<file path="src/sv/pcps_pkg.sv">
package pcps_pkg;

  localparam int MAX_SECTORS  = 16;
  localparam int SECT_IDX_W   = $clog2(MAX_SECTORS);
  localparam int ANGLE_BITS   = 16;
  localparam int CORDIC_STEPS = 30;
  localparam int CORDIC_W     = 44;
  localparam int SQRT_STEPS   = 15;
  localparam int STEP_W       = $clog2(CORDIC_STEPS);
  localparam logic [15:0] OUTSIDE_COLOR = 16'hFFFF;

  // configuration register indexes
  localparam int CFG_IDX_W  = 3;
  localparam int CFG_DATA_W = 14;
  localparam logic [CFG_IDX_W-1:0] CFG_SECTOR_COUNT     = 3'd0;
  localparam logic [CFG_IDX_W-1:0] CFG_SELECTED_SECTOR  = 3'd1;
  localparam logic [CFG_IDX_W-1:0] CFG_SELECTION_ACTIVE = 3'd2;
  localparam logic [CFG_IDX_W-1:0] CFG_CENTER_X         = 3'd3;
  localparam logic [CFG_IDX_W-1:0] CFG_CENTER_Y         = 3'd4;
  localparam logic [CFG_IDX_W-1:0] CFG_RING_RADIUS      = 3'd5;
  localparam logic [CFG_IDX_W-1:0] CFG_BORDER_WIDTH     = 3'd6;
  localparam logic [CFG_IDX_W-1:0] CFG_SEL_BORDER_WIDTH = 3'd7;

  localparam logic OP_LOAD  = 1'b0;
  localparam logic OP_PIXEL = 1'b1;

  // search token handed from cell to cell
  typedef struct packed {
    logic                  vld;
    logic                  found;
    logic [SECT_IDX_W-1:0] hit;
    logic [15:0]           fill;
    logic [15:0]           border;
  } srch_t;

  // atan(2^-i) as a 32-bit turn fraction
  function automatic logic [31:0] step_turn(input logic [STEP_W-1:0] i);
    logic [31:0] t;
    case (i)
      5'd0:  t = 32'd536870912;
      5'd1:  t = 32'd316933406;
      5'd2:  t = 32'd167458907;
      5'd3:  t = 32'd85004756;
      5'd4:  t = 32'd42667331;
      5'd5:  t = 32'd21354465;
      5'd6:  t = 32'd10679838;
      5'd7:  t = 32'd5340245;
      5'd8:  t = 32'd2670163;
      5'd9:  t = 32'd1335087;
      5'd10: t = 32'd667544;
      5'd11: t = 32'd333772;
      5'd12: t = 32'd166886;
      5'd13: t = 32'd83443;
      5'd14: t = 32'd41722;
      5'd15: t = 32'd20861;
      5'd16: t = 32'd10430;
      5'd17: t = 32'd5215;
      5'd18: t = 32'd2608;
      5'd19: t = 32'd1304;
      5'd20: t = 32'd652;
      5'd21: t = 32'd326;
      5'd22: t = 32'd163;
      5'd23: t = 32'd81;
      5'd24: t = 32'd41;
      5'd25: t = 32'd20;
      5'd26: t = 32'd10;
      5'd27: t = 32'd5;
      5'd28: t = 32'd3;
      5'd29: t = 32'd1;
      default: t = 32'd0;
    endcase
    return t;
  endfunction

endpackage

</file>
<file path="src/sv/pcps_if.sv">
interface pcps_in_if;
  logic        valid;
  logic        ready;
  logic        opcode;
  logic [3:0]  sector_index;
  logic [16:0] end_angle;
  logic [15:0] inside_color;
  logic [15:0] edge_color;
  logic [9:0]  pixel_x;
  logic [7:0]  pixel_y;
  modport source (output valid, opcode, sector_index, end_angle, inside_color, edge_color,
                  pixel_x, pixel_y, input ready);
  modport sink (input valid, opcode, sector_index, end_angle, inside_color, edge_color,
                pixel_x, pixel_y, output ready);
endinterface

interface pcps_out_if;
  logic        valid;
  logic        ready;
  logic [15:0] pixel_color;
  logic [3:0]  hit_sector;
  modport source (output valid, pixel_color, hit_sector, input ready);
  modport sink (input valid, pixel_color, hit_sector, output ready);
endinterface

interface pcps_cfg_if;
  logic        valid;
  logic        ready;
  logic [2:0]  index;
  logic [13:0] data;
  modport source (output valid, index, data, input ready);
  modport sink (input valid, index, data, output ready);
endinterface

</file>
<file path="src/sv/pcps_cell.sv">
module pcps_cell import pcps_pkg::*; (
  input  logic                  clk_i,
  input  logic                  rst_ni,
  input  logic [SECT_IDX_W-1:0] cell_idx_i,
  input  logic [SECT_IDX_W-1:0] last_idx_i,
  input  logic [ANGLE_BITS-1:0] angle_i,
  input  logic                  we_i,
  input  logic [SECT_IDX_W-1:0] wr_idx_i,
  input  logic [ANGLE_BITS:0]   wr_angle_i,
  input  logic [15:0]           wr_fill_i,
  input  logic [15:0]           wr_border_i,
  input  srch_t                 tok_i,
  output srch_t                 tok_o
);

  logic [ANGLE_BITS:0] end_q;
  logic [15:0]         fill_q;
  logic [15:0]         border_q;
  srch_t               tok_d, tok_q;

  always_ff @(posedge clk_i) begin
    if (we_i && wr_idx_i == cell_idx_i) begin
      end_q    <= wr_angle_i;
      fill_q   <= wr_fill_i;
      border_q <= wr_border_i;
    end
  end

  always_comb begin
    tok_d = tok_i;
    if (tok_i.vld && !tok_i.found &&
        (({1'b0, angle_i} < end_q) || cell_idx_i == last_idx_i)) begin
      tok_d.found  = 1'b1;
      tok_d.hit    = cell_idx_i;
      tok_d.fill   = fill_q;
      tok_d.border = border_q;
    end
  end

  always_ff @(posedge clk_i or negedge rst_ni) begin
    if (!rst_ni) begin
      tok_q <= '0;
    end else begin
      tok_q <= tok_d;
    end
  end

  assign tok_o = tok_q;

endmodule

</file>
<file path="src/sv/pcps_polar.sv">
module pcps_polar import pcps_pkg::*; (
  input  logic                  clk_i,
  input  logic                  rst_ni,
  input  logic                  start_i,
  input  logic signed [10:0]    dx_i,
  input  logic signed [8:0]     dy_i,
  output logic                  done_o,
  output logic [14:0]           dist_o,
  output logic [ANGLE_BITS-1:0] angle_o
);

  logic                       busy_q, done_q;
  logic [STEP_W-1:0]          cnt_q;
  logic [29:0]                rem_q, root_q;
  logic signed [CORDIC_W-1:0] vx_q, vy_q;
  logic [31:0]                acc_q;

  logic signed [21:0]         dx_sq;
  logic signed [17:0]         dy_sq;
  logic [21:0]                sum_sq;
  logic signed [CORDIC_W-1:0] vx0, vy0;
  logic [4:0]                 sq_sh;
  logic [29:0]                sq_bit, sq_trial;
  logic signed [CORDIC_W-1:0] vx_sh, vy_sh;

  always_comb begin
    dx_sq    = dx_i * dx_i;
    dy_sq    = dy_i * dy_i;
    sum_sq   = 22'(dx_sq) + 22'(dy_sq);
    vx0      = {{5{dy_i[8]}}, dy_i, 30'b0};
    vy0      = {{3{dx_i[10]}}, dx_i, 30'b0};
    sq_sh    = 5'd28 - {cnt_q[3:0], 1'b0};
    sq_bit   = 30'(1) << sq_sh;
    sq_trial = root_q + sq_bit;
    vx_sh    = vx_q >>> cnt_q;
    vy_sh    = vy_q >>> cnt_q;
  end

  always_ff @(posedge clk_i or negedge rst_ni) begin
    if (!rst_ni) begin
      busy_q <= 1'b0;
      done_q <= 1'b0;
      cnt_q  <= '0;
    end else begin
      done_q <= 1'b0;
      if (start_i) begin
        busy_q <= 1'b1;
        cnt_q  <= '0;
      end else if (busy_q) begin
        if (cnt_q == STEP_W'(CORDIC_STEPS - 1)) begin
          busy_q <= 1'b0;
          done_q <= 1'b1;
        end else begin
          cnt_q <= cnt_q + 1'b1;
        end
      end
    end
  end

  always_ff @(posedge clk_i) begin
    if (start_i) begin
      rem_q  <= {sum_sq[20:0], 9'b0} >> 1;
      root_q <= '0;
      if (dy_i < 0) begin
        vx_q  <= -vx0;
        vy_q  <= -vy0;
        acc_q <= 32'h8000_0000;
      end else begin
        vx_q  <= vx0;
        vy_q  <= vy0;
        acc_q <= '0;
      end
    end else if (busy_q) begin
      // bit-pair square root
      if (cnt_q < STEP_W'(SQRT_STEPS)) begin
        if (rem_q >= sq_trial) begin
          rem_q  <= rem_q - sq_trial;
          root_q <= (root_q >> 1) + sq_bit;
        end else begin
          root_q <= root_q >> 1;
        end
      end
      // vectoring rotation, idle once the residual is zero
      if (vy_q > 0) begin
        vx_q  <= vx_q + vy_sh;
        vy_q  <= vy_q - vx_sh;
        acc_q <= acc_q + step_turn(cnt_q);
      end else if (vy_q < 0) begin
        vx_q  <= vx_q - vy_sh;
        vy_q  <= vy_q + vx_sh;
        acc_q <= acc_q - step_turn(cnt_q);
      end
    end
  end

  assign done_o  = done_q;
  assign dist_o  = root_q[14:0];
  assign angle_o = acc_q[31:32-ANGLE_BITS];

endmodule

</file>
<file path="src/sv/pie_chart_pixel_shader.sv">
// a load transaction gives no result; a pixel transaction gives its result after
// 30 cordic steps (the square root runs alongside), a pass through the sector cell
// chain, and an 8-step alpha divider when the pixel lies in an edge band;
// one pixel at a time
// reset: asynchronous, clears control and restores all configuration defaults;
// the sector table stays undefined until loaded
module pie_chart_pixel_shader import pcps_pkg::*; (
  input  logic         clk_i,
  input  logic         rst_ni,
  pcps_in_if.sink      in_ch_i,
  pcps_out_if.source   out_ch_o,
  pcps_cfg_if.sink     cfg_ch_i
);

  typedef enum logic [2:0] {
    ST_IDLE, ST_START, ST_POLAR, ST_SEARCH, ST_CLASS, ST_DIV, ST_BLEND, ST_DONE
  } state_e;

  state_e state_q;

  // configuration
  logic [4:0]  sector_count_q;
  logic [3:0]  selected_sector_q;
  logic        selection_active_q;
  logic [9:0]  center_x_q;
  logic [7:0]  center_y_q;
  logic [13:0] ring_radius_q;
  logic [9:0]  border_width_q;
  logic [9:0]  sel_border_width_q;

  // per-pixel working registers
  logic signed [10:0] dx_q;
  logic signed [8:0]  dy_q;
  logic [3:0]         hit_q;
  logic [15:0]        fill_q, border_q, first_q, color_q;
  logic [9:0]         rem_q;
  logic [7:0]         num_lo_q, quot_q;
  logic [2:0]         div_cnt_q;
  logic [9:0]         bw_q;

  logic               out_vld_q;
  logic [15:0]        out_color_q;
  logic [3:0]         out_hit_q;

  logic in_acc, cfg_acc, load_we;
  assign in_acc  = in_ch_i.valid && in_ch_i.ready;
  assign cfg_acc = cfg_ch_i.valid && cfg_ch_i.ready;
  assign load_we = in_acc && in_ch_i.opcode == OP_LOAD;

  assign in_ch_i.ready  = (state_q == ST_IDLE);
  assign cfg_ch_i.ready = 1'b1;

  // polar conversion unit
  logic                  polar_done;
  logic [14:0]           ring_dist;
  logic [ANGLE_BITS-1:0] angle;

  pcps_polar u_polar (
    .clk_i   (clk_i),
    .rst_ni  (rst_ni),
    .start_i (state_q == ST_START),
    .dx_i    (dx_q),
    .dy_i    (dy_q),
    .done_o  (polar_done),
    .dist_o  (ring_dist),
    .angle_o (angle)
  );

  // sector search: a token walks the cell chain, one cell per cycle
  logic [SECT_IDX_W-1:0] last_idx;
  srch_t                 chain [MAX_SECTORS+1];

  always_comb begin
    if (sector_count_q == '0) begin
      last_idx = '0;
    end else if (sector_count_q > 5'(MAX_SECTORS)) begin
      last_idx = SECT_IDX_W'(MAX_SECTORS - 1);
    end else begin
      last_idx = SECT_IDX_W'(sector_count_q - 1'b1);
    end
  end

  always_comb begin
    chain[0]     = '0;
    chain[0].vld = (state_q == ST_POLAR) && polar_done;
  end

  for (genvar k = 0; k < MAX_SECTORS; k++) begin : g_cell
    pcps_cell u_cell (
      .clk_i       (clk_i),
      .rst_ni      (rst_ni),
      .cell_idx_i  (SECT_IDX_W'(k)),
      .last_idx_i  (last_idx),
      .angle_i     (angle),
      .we_i        (load_we),
      .wr_idx_i    (in_ch_i.sector_index),
      .wr_angle_i  (in_ch_i.end_angle),
      .wr_fill_i   (in_ch_i.inside_color),
      .wr_border_i (in_ch_i.edge_color),
      .tok_i       (chain[k]),
      .tok_o       (chain[k+1])
    );
  end

  // ring classification
  logic [9:0]         bw, inner;
  logic               selected;
  logic signed [16:0] to_ring, neg_ring, e_full;
  logic [10:0]        fill_lim;
  logic [9:0]         e;
  logic [17:0]        num;
  logic [10:0]        div_trial;

  always_comb begin
    bw       = (border_width_q == '0) ? 10'd1 : border_width_q;
    selected = selection_active_q && hit_q == selected_sector_q;
    inner    = (selected && sel_border_width_q > bw) ? sel_border_width_q - bw : '0;
    to_ring  = $signed({2'b0, ring_dist}) - $signed({3'b0, ring_radius_q});
    neg_ring = -to_ring;
    fill_lim = {1'b0, inner} + {1'b0, bw};
    e_full   = (to_ring >= 0) ? to_ring : neg_ring - $signed({7'b0, inner});
    e        = e_full[9:0];
    num      = {e, 8'b0} - {8'b0, e};
    div_trial = {rem_q, num_lo_q[7]};
  end

  function automatic logic [15:0] blend565(input logic [15:0] a, input logic [15:0] b,
                                           input logic [7:0] alpha);
    logic [7:0]  inv;
    logic [16:0] r, g, bl;
    inv = 8'd255 - alpha;
    r   = 17'({a[15:11], 3'b0} * alpha) + 17'({b[15:11], 3'b0} * inv);
    g   = 17'({a[10:5], 2'b0} * alpha) + 17'({b[10:5], 2'b0} * inv);
    bl  = 17'({a[4:0], 3'b0} * alpha) + 17'({b[4:0], 3'b0} * inv);
    return {r[15:11], g[15:10], bl[15:11]};
  endfunction

  always_ff @(posedge clk_i or negedge rst_ni) begin
    if (!rst_ni) begin
      state_q            <= ST_IDLE;
      out_vld_q          <= 1'b0;
      sector_count_q     <= 5'd1;
      selected_sector_q  <= 4'd0;
      selection_active_q <= 1'b1;
      center_x_q         <= 10'd160;
      center_y_q         <= 8'd74;
      ring_radius_q      <= 14'd1056;
      border_width_q     <= 10'd16;
      sel_border_width_q <= 10'd48;
      div_cnt_q          <= '0;
    end else begin
      if (cfg_acc) begin
        case (cfg_ch_i.index)
          CFG_SECTOR_COUNT:     sector_count_q     <= cfg_ch_i.data[4:0];
          CFG_SELECTED_SECTOR:  selected_sector_q  <= cfg_ch_i.data[3:0];
          CFG_SELECTION_ACTIVE: selection_active_q <= cfg_ch_i.data[0];
          CFG_CENTER_X:         center_x_q         <= cfg_ch_i.data[9:0];
          CFG_CENTER_Y:         center_y_q         <= cfg_ch_i.data[7:0];
          CFG_RING_RADIUS:      ring_radius_q      <= cfg_ch_i.data;
          CFG_BORDER_WIDTH:     border_width_q     <= cfg_ch_i.data[9:0];
          CFG_SEL_BORDER_WIDTH: sel_border_width_q <= cfg_ch_i.data[9:0];
          default: ;
        endcase
      end

      // output register: load a finished pixel, else drop a taken result
      if (state_q == ST_DONE && (!out_vld_q || out_ch_o.ready)) begin
        out_vld_q <= 1'b1;
      end else if (out_ch_o.ready) begin
        out_vld_q <= 1'b0;
      end

      case (state_q)
        ST_IDLE: begin
          if (in_acc && in_ch_i.opcode == OP_PIXEL) begin
            state_q <= ST_START;
          end
        end
        ST_START: state_q <= ST_POLAR;
        ST_POLAR: begin
          if (polar_done) begin
            state_q <= ST_SEARCH;
          end
        end
        ST_SEARCH: begin
          if (chain[MAX_SECTORS].vld) begin
            state_q <= ST_CLASS;
          end
        end
        ST_CLASS: begin
          if (to_ring >= $signed({7'b0, bw})) begin
            state_q <= ST_DONE;
          end else if (neg_ring > $signed({6'b0, fill_lim})) begin
            state_q <= ST_DONE;
          end else if (to_ring < 0 && neg_ring < $signed({7'b0, inner})) begin
            state_q <= ST_DONE;
          end else begin
            div_cnt_q <= '0;
            state_q   <= ST_DIV;
          end
        end
        ST_DIV: begin
          div_cnt_q <= div_cnt_q + 1'b1;
          if (div_cnt_q == 3'd7) begin
            state_q <= ST_BLEND;
          end
        end
        ST_BLEND: state_q <= ST_DONE;
        ST_DONE: begin
          // result waits here only while the output register is full and not being taken
          if (!out_vld_q || out_ch_o.ready) begin
            state_q <= ST_IDLE;
          end
        end
        default: state_q <= ST_IDLE;
      endcase
    end
  end

  // datapath registers
  always_ff @(posedge clk_i) begin
    case (state_q)
      ST_IDLE: begin
        dx_q <= $signed({1'b0, in_ch_i.pixel_x}) - $signed({1'b0, center_x_q});
        dy_q <= $signed({1'b0, center_y_q}) - $signed({1'b0, in_ch_i.pixel_y});
      end
      ST_SEARCH: begin
        hit_q    <= chain[MAX_SECTORS].hit;
        fill_q   <= chain[MAX_SECTORS].fill;
        border_q <= chain[MAX_SECTORS].border;
      end
      ST_CLASS: begin
        bw_q     <= bw;
        rem_q    <= num[17:8];
        num_lo_q <= num[7:0];
        first_q  <= (to_ring < 0) ? fill_q : OUTSIDE_COLOR;
        if (to_ring >= $signed({7'b0, bw})) begin
          color_q <= OUTSIDE_COLOR;
        end else if (neg_ring > $signed({6'b0, fill_lim})) begin
          color_q <= fill_q;
        end else begin
          color_q <= border_q;
        end
      end
      ST_DIV: begin
        // restoring division, one quotient bit per cycle
        num_lo_q <= {num_lo_q[6:0], 1'b0};
        if (div_trial >= {1'b0, bw_q}) begin
          rem_q  <= 10'(div_trial - {1'b0, bw_q});
          quot_q <= {quot_q[6:0], 1'b1};
        end else begin
          rem_q  <= div_trial[9:0];
          quot_q <= {quot_q[6:0], 1'b0};
        end
      end
      ST_BLEND: color_q <= blend565(first_q, border_q, quot_q);
      ST_DONE: begin
        if (!out_vld_q || out_ch_o.ready) begin
          out_color_q <= color_q;
          out_hit_q   <= hit_q;
        end
      end
      default: ;
    endcase
  end

  assign out_ch_o.valid       = out_vld_q;
  assign out_ch_o.pixel_color = out_color_q;
  assign out_ch_o.hit_sector  = out_hit_q;

endmodule

</file>
<file path="src/flat_wrapper.sv">
// flat-port wrapper written by rule: the top's interface ports become plain ports
module pie_chart_pixel_shader_flat import pcps_pkg::*;
  (clk_i, rst_ni, in_ch_i_valid, in_ch_i_opcode, in_ch_i_sector_index, in_ch_i_end_angle, in_ch_i_inside_color, in_ch_i_edge_color, in_ch_i_pixel_x, in_ch_i_pixel_y, in_ch_i_ready, out_ch_o_valid, out_ch_o_pixel_color, out_ch_o_hit_sector, out_ch_o_ready, cfg_ch_i_valid, cfg_ch_i_index, cfg_ch_i_data, cfg_ch_i_ready);
  pcps_in_if in_ch_i_i ();
  pcps_out_if out_ch_o_i ();
  pcps_cfg_if cfg_ch_i_i ();
  input  logic clk_i;
  input  logic rst_ni;
  input wire logic [$bits(in_ch_i_i.valid)-1:0] in_ch_i_valid;
  input wire logic [$bits(in_ch_i_i.opcode)-1:0] in_ch_i_opcode;
  input wire logic [$bits(in_ch_i_i.sector_index)-1:0] in_ch_i_sector_index;
  input wire logic [$bits(in_ch_i_i.end_angle)-1:0] in_ch_i_end_angle;
  input wire logic [$bits(in_ch_i_i.inside_color)-1:0] in_ch_i_inside_color;
  input wire logic [$bits(in_ch_i_i.edge_color)-1:0] in_ch_i_edge_color;
  input wire logic [$bits(in_ch_i_i.pixel_x)-1:0] in_ch_i_pixel_x;
  input wire logic [$bits(in_ch_i_i.pixel_y)-1:0] in_ch_i_pixel_y;
  output wire logic [$bits(in_ch_i_i.ready)-1:0] in_ch_i_ready;
  output wire logic [$bits(out_ch_o_i.valid)-1:0] out_ch_o_valid;
  output wire logic [$bits(out_ch_o_i.pixel_color)-1:0] out_ch_o_pixel_color;
  output wire logic [$bits(out_ch_o_i.hit_sector)-1:0] out_ch_o_hit_sector;
  input wire logic [$bits(out_ch_o_i.ready)-1:0] out_ch_o_ready;
  input wire logic [$bits(cfg_ch_i_i.valid)-1:0] cfg_ch_i_valid;
  input wire logic [$bits(cfg_ch_i_i.index)-1:0] cfg_ch_i_index;
  input wire logic [$bits(cfg_ch_i_i.data)-1:0] cfg_ch_i_data;
  output wire logic [$bits(cfg_ch_i_i.ready)-1:0] cfg_ch_i_ready;
  assign in_ch_i_i.valid = in_ch_i_valid;
  assign in_ch_i_i.opcode = in_ch_i_opcode;
  assign in_ch_i_i.sector_index = in_ch_i_sector_index;
  assign in_ch_i_i.end_angle = in_ch_i_end_angle;
  assign in_ch_i_i.inside_color = in_ch_i_inside_color;
  assign in_ch_i_i.edge_color = in_ch_i_edge_color;
  assign in_ch_i_i.pixel_x = in_ch_i_pixel_x;
  assign in_ch_i_i.pixel_y = in_ch_i_pixel_y;
  assign in_ch_i_ready = in_ch_i_i.ready;
  assign out_ch_o_valid = out_ch_o_i.valid;
  assign out_ch_o_pixel_color = out_ch_o_i.pixel_color;
  assign out_ch_o_hit_sector = out_ch_o_i.hit_sector;
  assign out_ch_o_i.ready = out_ch_o_ready;
  assign cfg_ch_i_i.valid = cfg_ch_i_valid;
  assign cfg_ch_i_i.index = cfg_ch_i_index;
  assign cfg_ch_i_i.data = cfg_ch_i_data;
  assign cfg_ch_i_ready = cfg_ch_i_i.ready;
  pie_chart_pixel_shader u_core (.clk_i(clk_i), .rst_ni(rst_ni), .in_ch_i(in_ch_i_i), .out_ch_o(out_ch_o_i), .cfg_ch_i(cfg_ch_i_i));
endmodule
</file>
<file path="config.mk">
export PLATFORM = sky130hd
export DESIGN_NAME = pie_chart_pixel_shader_flat
export DESIGN_NICKNAME = d
export VERILOG_FILES = /design/src/sv/pcps_pkg.sv /design/src/sv/pcps_if.sv /design/src/sv/pcps_cell.sv /design/src/sv/pcps_polar.sv /design/src/sv/pie_chart_pixel_shader.sv /design/src/flat_wrapper.sv
export SDC_FILE = /design/constraint.sdc
export NUM_CORES = 2
export LEC_CHECK = 0
export BUFFER_PORTS_ARGS = -buffer_cell sky130_fd_sc_hd__clkbuf_2
export CAP_MARGIN = 10
export CORE_ASPECT_RATIO = 1.5
export CORE_MARGIN = 2
export CORE_UTILIZATION = 52
export CTS_BUF_LIST = sky130_fd_sc_hd__clkbuf_8
export CTS_CLUSTER_SIZE = 40
export DETAILED_ROUTE_END_ITERATION = 10
export PLACE_DENSITY_LB_ADDON = 0.12
export SLEW_MARGIN = 10
export SYNTH_ARGS = -nofsm -noshare
export SYNTH_HDL_FRONTEND = slang
export SYNTH_SLANG_ARGS = --single-unit
</file>
<file path="constraint.sdc">
create_clock -name clk_i -period 29.2 [get_ports clk_i]
set_clock_uncertainty 0.1 [all_clocks]
set_input_delay 5.84 -clock clk_i [delete_from_list [all_inputs] [get_ports clk_i]]
set_output_delay 5.84 -clock clk_i [all_outputs]
set_load 0.02 [all_outputs]
</file>
### After elaboration in Yosys (flattened, before gate mapping)

Memory sizes are Yosys's and may differ from the RTL's.
Cells that the tools add are included.

| word-level totals | value |
|---|---|
| register bits after elaboration | 1791 |
| bits in latches | 0 |
| memory bits (writable) | 0 |
| memory bits (read-only) | 1920 |
| output and inout bits | 23 |
| logic and storage cells | 484 |
| memories kept | 2 |

| cells by class | value |
|---|---|
| add/sub/neg operators | 29 |
| $mul | 8 |
| divide/modulo/power cells | 0 |
| order comparisons | 29 |
| equal/unequal tests | 56 |
| shift operators | 3 |
| multiplexer cells | 79 |
| bitwise gates (word level) | 1 |
| reduce and logical (&&, ||, !) cells | 117 |

Memories:

| memory | depth | width | rd ports | clocked after Yosys merged registers in | write ports | line | source |
|---|---|---|---|---|---|---|---|
| (name not given) | 32 | 30 | 1 | 0 | 0 | pcps_pkg.sv:39 | `case (i)` |
| (name not given) | 32 | 30 | 1 | 0 | 0 | pcps_pkg.sv:39 |  |

Operators by type and width:

| cell | count |
|---|---|
| $mux 37 | 15 |
| $mux 44 | 10 |
| $mux 32 | 12 |
| $lt 16x17->1 | 16 |
| $mux 29 | 4 |
| $add 44x44->44 | 2 |
| $sshr 44x5->44 | 2 |
| $sub 44x44->44 | 2 |
| $logic_and 1x1->1 | 55 |
| $mul 5x8->13 | 4 |
| $add 16x16->16 | 3 |
| $gt 44x1->1 const B | 1 |
| $lt 44x1->1 const B | 1 |
| $neg 39->44 | 1 |
| $neg 41->44 | 1 |
| $mux 10 | 4 |
| $mux 36 | 1 |
| $add 32x32->32 | 1 |
| $eq 4x4->1 const A | 8 |
| $eq 4x4->1 const B | 8 |
| $mux 16 | 2 |
| $pmux 16 s2 | 1 |
| $sub 32x32->32 | 1 |
| $add 29x30->30 | 1 |
| 66 further kinds | 166 |

### Logic depth before layout (Yosys ltp)

| depth | value |
|---|---|
| depth after elaboration | 11 |
| depth in mapped cells | 37 |
| gate-level depth less buffers | 29 |

### By module

A second synthesis with hierarchy kept.

| unflattened totals | value |
|---|---|
| cell total of the unflattened synthesis | 11261 |
| area total of the unflattened synthesis | 121397.7 µm² |

Modules (own cells, without submodules):

| module | times used | cells each | area each (µm²) | sequential area each (µm²) |
|---|---|---|---|---|
| pcps_cell | 16 | 331 | 4232.8 | 2422.3 |
| pcps_polar | 1 | 3873 | 32965.4 | 5190.0 |
| pie_chart_pixel_shader | 1 | 2092 | 20707.4 | 6065.8 |

### Worst setup path after synthesis

No wires, ideal clock.

| timing | value |
|---|---|
| path kind | input port to flip-flop |
| start point | input in_ch_i_opcode |
| end point | register u_core.g_cell[0].u_cell.border_q[0] (enable) |
| setup time | 517 ps |
| data arrival time | 9809 ps |
| required time | 28583 ps |
| setup slack | 18775 ps |
| cell stages on the path | 3 |
| path buffers | 0 |
| cells stage by stage | nand3b_1 > or3_1 > nor3_1 |

| on the way | value |
|---|---|
| longest elaborated chain between the ends | 3 |

RTL lines:

| item | line | source |
|---|---|---|
| from (decl) | flat_wrapper.sv:10 | `input wire logic [$bits(in_ch_i_i.opcode)-1:0] in_ch_i_opcode;` |
| $not 1->1 | pie_chart_pixel_shader.sv:48 | `assign load_we = in_acc && in_ch_i.opcode == OP_LOAD;` |
| $logic_and 1x1->1 | pie_chart_pixel_shader.sv:48 |  |
| $logic_and 1x1->1 | pcps_cell.sv:22 | `if (we_i && wr_idx_i == cell_idx_i) begin` |
| to (signal assigned) | pcps_cell.sv:25 | `border_q <= wr_border_i;` |
| to (decl) | pcps_cell.sv:18 | `logic [15:0] border_q;` |

No other way between the ends.
A chain may end at the register's enable or synchronous reset.

### Worst setup path after layout

| timing | value |
|---|---|
| start point | register u_core.u_polar.cnt_q[0] |
| end point | register u_core.u_polar.rem_q[26] (enable) |

| on the way | value |
|---|---|
| longest elaborated chain between the ends | 6 |

RTL lines:

| item | line | source |
|---|---|---|
| from (decl) | pcps_polar.sv:13 | `logic [STEP_W-1:0] cnt_q;` |
| from (signal assigned) | pcps_polar.sv:54 | `cnt_q <= cnt_q + 1'b1;` |
| $sub 5x5->5 | pcps_polar.sv:32 | `sq_sh = 5'd28 - {cnt_q[3:0], 1'b0};` |
| $shl 1x5->30 | pcps_polar.sv:33 | `sq_bit = 30'(1) << sq_sh;` |
| $add 30x30->30 | pcps_polar.sv:34 | `sq_trial = root_q + sq_bit;` |
| $ge 30x30->1 | pcps_polar.sv:76 | `if (rem_q >= sq_trial) begin` |
| $reduce_bool 2->1 (no line) | n/a |  |
| $reduce_and 3->1 (no line) (*) | n/a |  |
| to (signal assigned) | pcps_polar.sv:62 | `rem_q <= {sum_sq[20:0], 9'b0} >> 1;` |
| to (signal assigned) | pcps_polar.sv:77 | `rem_q <= rem_q - sq_trial;` |
| to (decl) | pcps_polar.sv:14 | `logic [29:0] rem_q, root_q;` |

Every way passes the cells marked *; elsewhere a longest branch is shown, timed or not.

==> metrics <==
Inserted Clock Buffers=280; total wire length=285 mm; critical path required time=29.50 ns; Overflow after GRT=0; number of global-route vias before repair=73400; gpl congestion=1.01; slew margin rel.=16.5%; Total Neg Setup Slack=0 ns; Placement Rows=202; Hold Violations, Final=0; cts hold-fix bufs=0; Post-synth EDFFs=1069; RSZ-0062 raised after global routing=no; Worst VDD drop=0.0000483 V; IO Pins=117; post_cts resized=0; final period utilization=33.1%; Setup CP Type=flip-flop to flip-flop; Post-Syn Area=0.105 sq mm; Die Y-Extent=555 um; Final Critical Period=9.67 ns; leak pwr=0.0490 uW; core area=0.201 sq mm; worst slack at placement=19.64 ns; pwr/cell area=46.0 mW/mm^2; status=finished, final reports clean; Clock power frac=40.4%; drt wl/cell=23.8 um; Final Worst Setup Slack=19.53 ns; DR vias=70300; ratio of cells with drive above 1 in the final layout=16.1%; start of the worst register-to-register path=u_core.u_polar.cnt_q[0]; ys flop type=edfxtp_1; initial antenna violation count=25; TritonCTS clock tree=yes; NetSw=1270 uW; combinational share of power=8.1%; global-route wire length before repair=438 mm; setup bufs post-CTS=0; cell count after synthesis=8923; syn_nets=10100; maximum clock frequency=103 MHz; clk sinks=1776; clk_lat worst skew=0.91 ns; CP Max Fanout=52; final net count=10300; CTS root buffer=clkbuf_8; gr usage total=27.8%; IO buf count=115; distinct cell type count after synthesis=110; post-DP HPWL=209 mm; Yosys warning count=0; switching part of the total power=24.1%; ys async rst share=37.6%; total power=5270 uW; Finished Layout Cells=12000; DRC Markers=0; min-delay worst type=flip-flop to flip-flop; vias per cell=5.87; dpl cells=11500; Tightest Pin Transition=1.25 ns; Worst-path clk slew=0.08 ns; Crit. End Element=flip-flop; register bit total from synthesis=1776; Area Overhead vs Synth=8.78%; largest net degree at the start of global routing=184; Final Max Tran Viols=0; Final ANT Viol Nets=0; clk buf depth=4; initial core utilization=52.3%; CP startpoint=u_core.u_polar.cnt_q[0]; register area share after synthesis=47.1%; DRT Pass-1 Iters=8; CP Launch Type=flip-flop; die area=0.206 sq mm; post-layout util=56.8%; synthesized area per cell=11.8 sq um; sequential share of power=51.5%; Detailed Route Iter0 Violations=4747; CP arrival=9.97 ns; internal cell power=4000 uW; Die Wd=371 um; maximum capacitance violations=0; Setup-failing EPs final=0; HP Start=u_core.g_cell[4].u_cell.tok_o[37]; htree depth=5
synth_stat cells, types with 13 or more instances:
library cell	n	area, sq um
fa_1	328	6570
ha_1	763	9550
mux2_2	607	6840
nor2_1	480	1800
buf_6	22	248
inv_1	815	3060
o21ai_0	328	1640
and3_1	31	194
o21a_1	55	413
o211ai_1	35	263
a21boi_0	21	158
a21o_1	201	1510
mux4_2	93	2090
a211o_1	19	166
and2_1	161	1010
dfxtp_1	39	781
or3_1	42	263
nor3b_1	26	195
a22oi_1	34	255
or2_2	65	407
a31oi_1	90	563
o31ai_1	35	263
nor4_1	31	194
edfxtp_1	1069	32100
o21bai_1	53	398
a221oi_1	24	210
dfrtp_1	656	16400
o31a_1	13	114
nor2b_1	143	895
buf_1	39	146
nor3_1	118	591
nand3_1	87	435
a211oi_1	81	608
o22ai_1	48	300
xor2_1	170	1490
mux2i_1	131	1310
a21oi_1	408	2040
nand4_1	46	288
xnor2_1	282	2470
nand2b_1	178	1110
clkbuf_1	221	830
a31o_2	14	123
nand2_1	504	1890
buf_2	29	145
state kept, by name (all words and copies together) (netlist names), 14 cells and up:
register	cells
u_core.u_polar.acc_q	32
u_core.color_q	16
u_core.g_cell.u_cell.tok_o	592
u_core.fill_q	16
u_core.g_cell.u_cell.fill_q	256
u_core.first_q	16
u_core.u_polar.vy_q	44
u_core.out_ch_o.pixel_color	16
u_core.u_polar.vx_q	44
u_core.ring_radius_q	14
u_core.u_polar.root_q	30
u_core.u_polar.rem_q	30
u_core.g_cell.u_cell.end_q	272
u_core.g_cell.u_cell.border_q	256
u_core.border_q	16
placed cells by master (no fill, tap or decap), types with 114 or more instances in the layout:
master / n
a21o_1: 201
a21oi_1: 408
and2_1: 161
clkbuf_2: 114
clkbuf_8: 327
dfrtp_1: 651
edfxtp_1: 1069
fa_1: 328
ha_1: 763
inv_1: 896
mux2_2: 607
mux2i_1: 131
nand2_1: 504
nand2b_1: 178
nor2_1: 461
nor2b_1: 141
o21ai_0: 325
xnor2_1: 282
xor2_1: 170
cells by family (layout without fill, tap and decap cells):
group	Yosys count	after routing	share of synthesized area, %
muxes	840	840	9.92
DFF	1776	1776	47.1
xor gates and xnor gates	452	452	3.76
and+or+nand+nor	1985	1985	9.42
buffers and inverters	1150	1547	4.38
AOI/OAI and AO/OA	1628	1628	10.1
other	1	21	0.00356
adders and majority gates	1091	1091	15.3
cell type report:
cell class,count,area [sq um]
Antenna cell,20,50.0
Clock buffer,327,4500
Clock inverter,175,1160
Fill cell,16900,86900
Inverter,823,3090
Multi-Input combinational cell,5997,51300
Sequential cell,1776,49600
Tap cell,2652,3320
Timing Repair Buffer,222,1430
path summary, 6_finish.rpt:
kind	endpoint	slack, ns	cells after the start
hold / removal	u_core.g_cell[5].u_cell.tok_o[37]	0.27	0
setup / recovery	u_core.u_polar.rem_q[26]	19.53	23
max in group asynchronous	u_core.g_cell[2].u_cell.tok_o[33]	21.06	4
setup reg to reg	u_core.u_polar.rem_q[26]	19.53	23
hold reg to reg	u_core.g_cell[5].u_cell.tok_o[37]	0.27	0
min in group asynchronous	u_core.center_x_q[6]	4.82	1
worst max-delay path, cell delays in order, from the launching register on:
cell      delay, ns
dfrtp_4        0.74
buf_4          0.55
and2_0         0.88
nand2_1        0.21
xnor2_1        0.53
nor2_1         0.18
and2_1         0.23
ha_1           0.33
a31oi_1        0.27
o21bai_1       0.16
a31o_2         0.31
a31o_2         0.27
xnor2_1        0.13
ha_1           0.37
nand4_1        0.14
nor2_1         0.06
a221o_1        0.41
a221o_1        0.38
a221oi_1       0.65
o21ai_0        0.35
a31oi_4        0.23
buf_4          0.47
nand2b_1       0.49
nand2_1        0.65
power by group through the flow:
stage / sequential (uW) / clock (uW) / combinational (uW)
floorplan: 2760 / 0 / 289
global placement: 2760 / 0 / 416
detailed placement: 2760 / 0 / 428
CTS: 2710 / 2190 / 430
global route: 2710 / 2300 / 481
finish: 2710 / 2130 / 429
metrics by stage:
stage	hold slack, ns	instance area (sq um)
4_1_cts	0.274	114000
3_3_place_gp	0.253	109000
3_5_place_dp	0.261	109000
6_report	0.269	115000
2_1_floorplan	0.248	105000
5_1_grt	0.288	114000
routing by layer:
metal / GRT usage [%] / vias to the layer above / wire [um]
met5: 0 / - / 13
met4: 15.6 / 2 / 17900
met3: 4.20 / 775 / 14300
met2: 49.2 / 2156 / 146000
met1: 31.9 / 35200 / 107000
li1: - / 32200 / -
(Power assumes the default switching activity.)
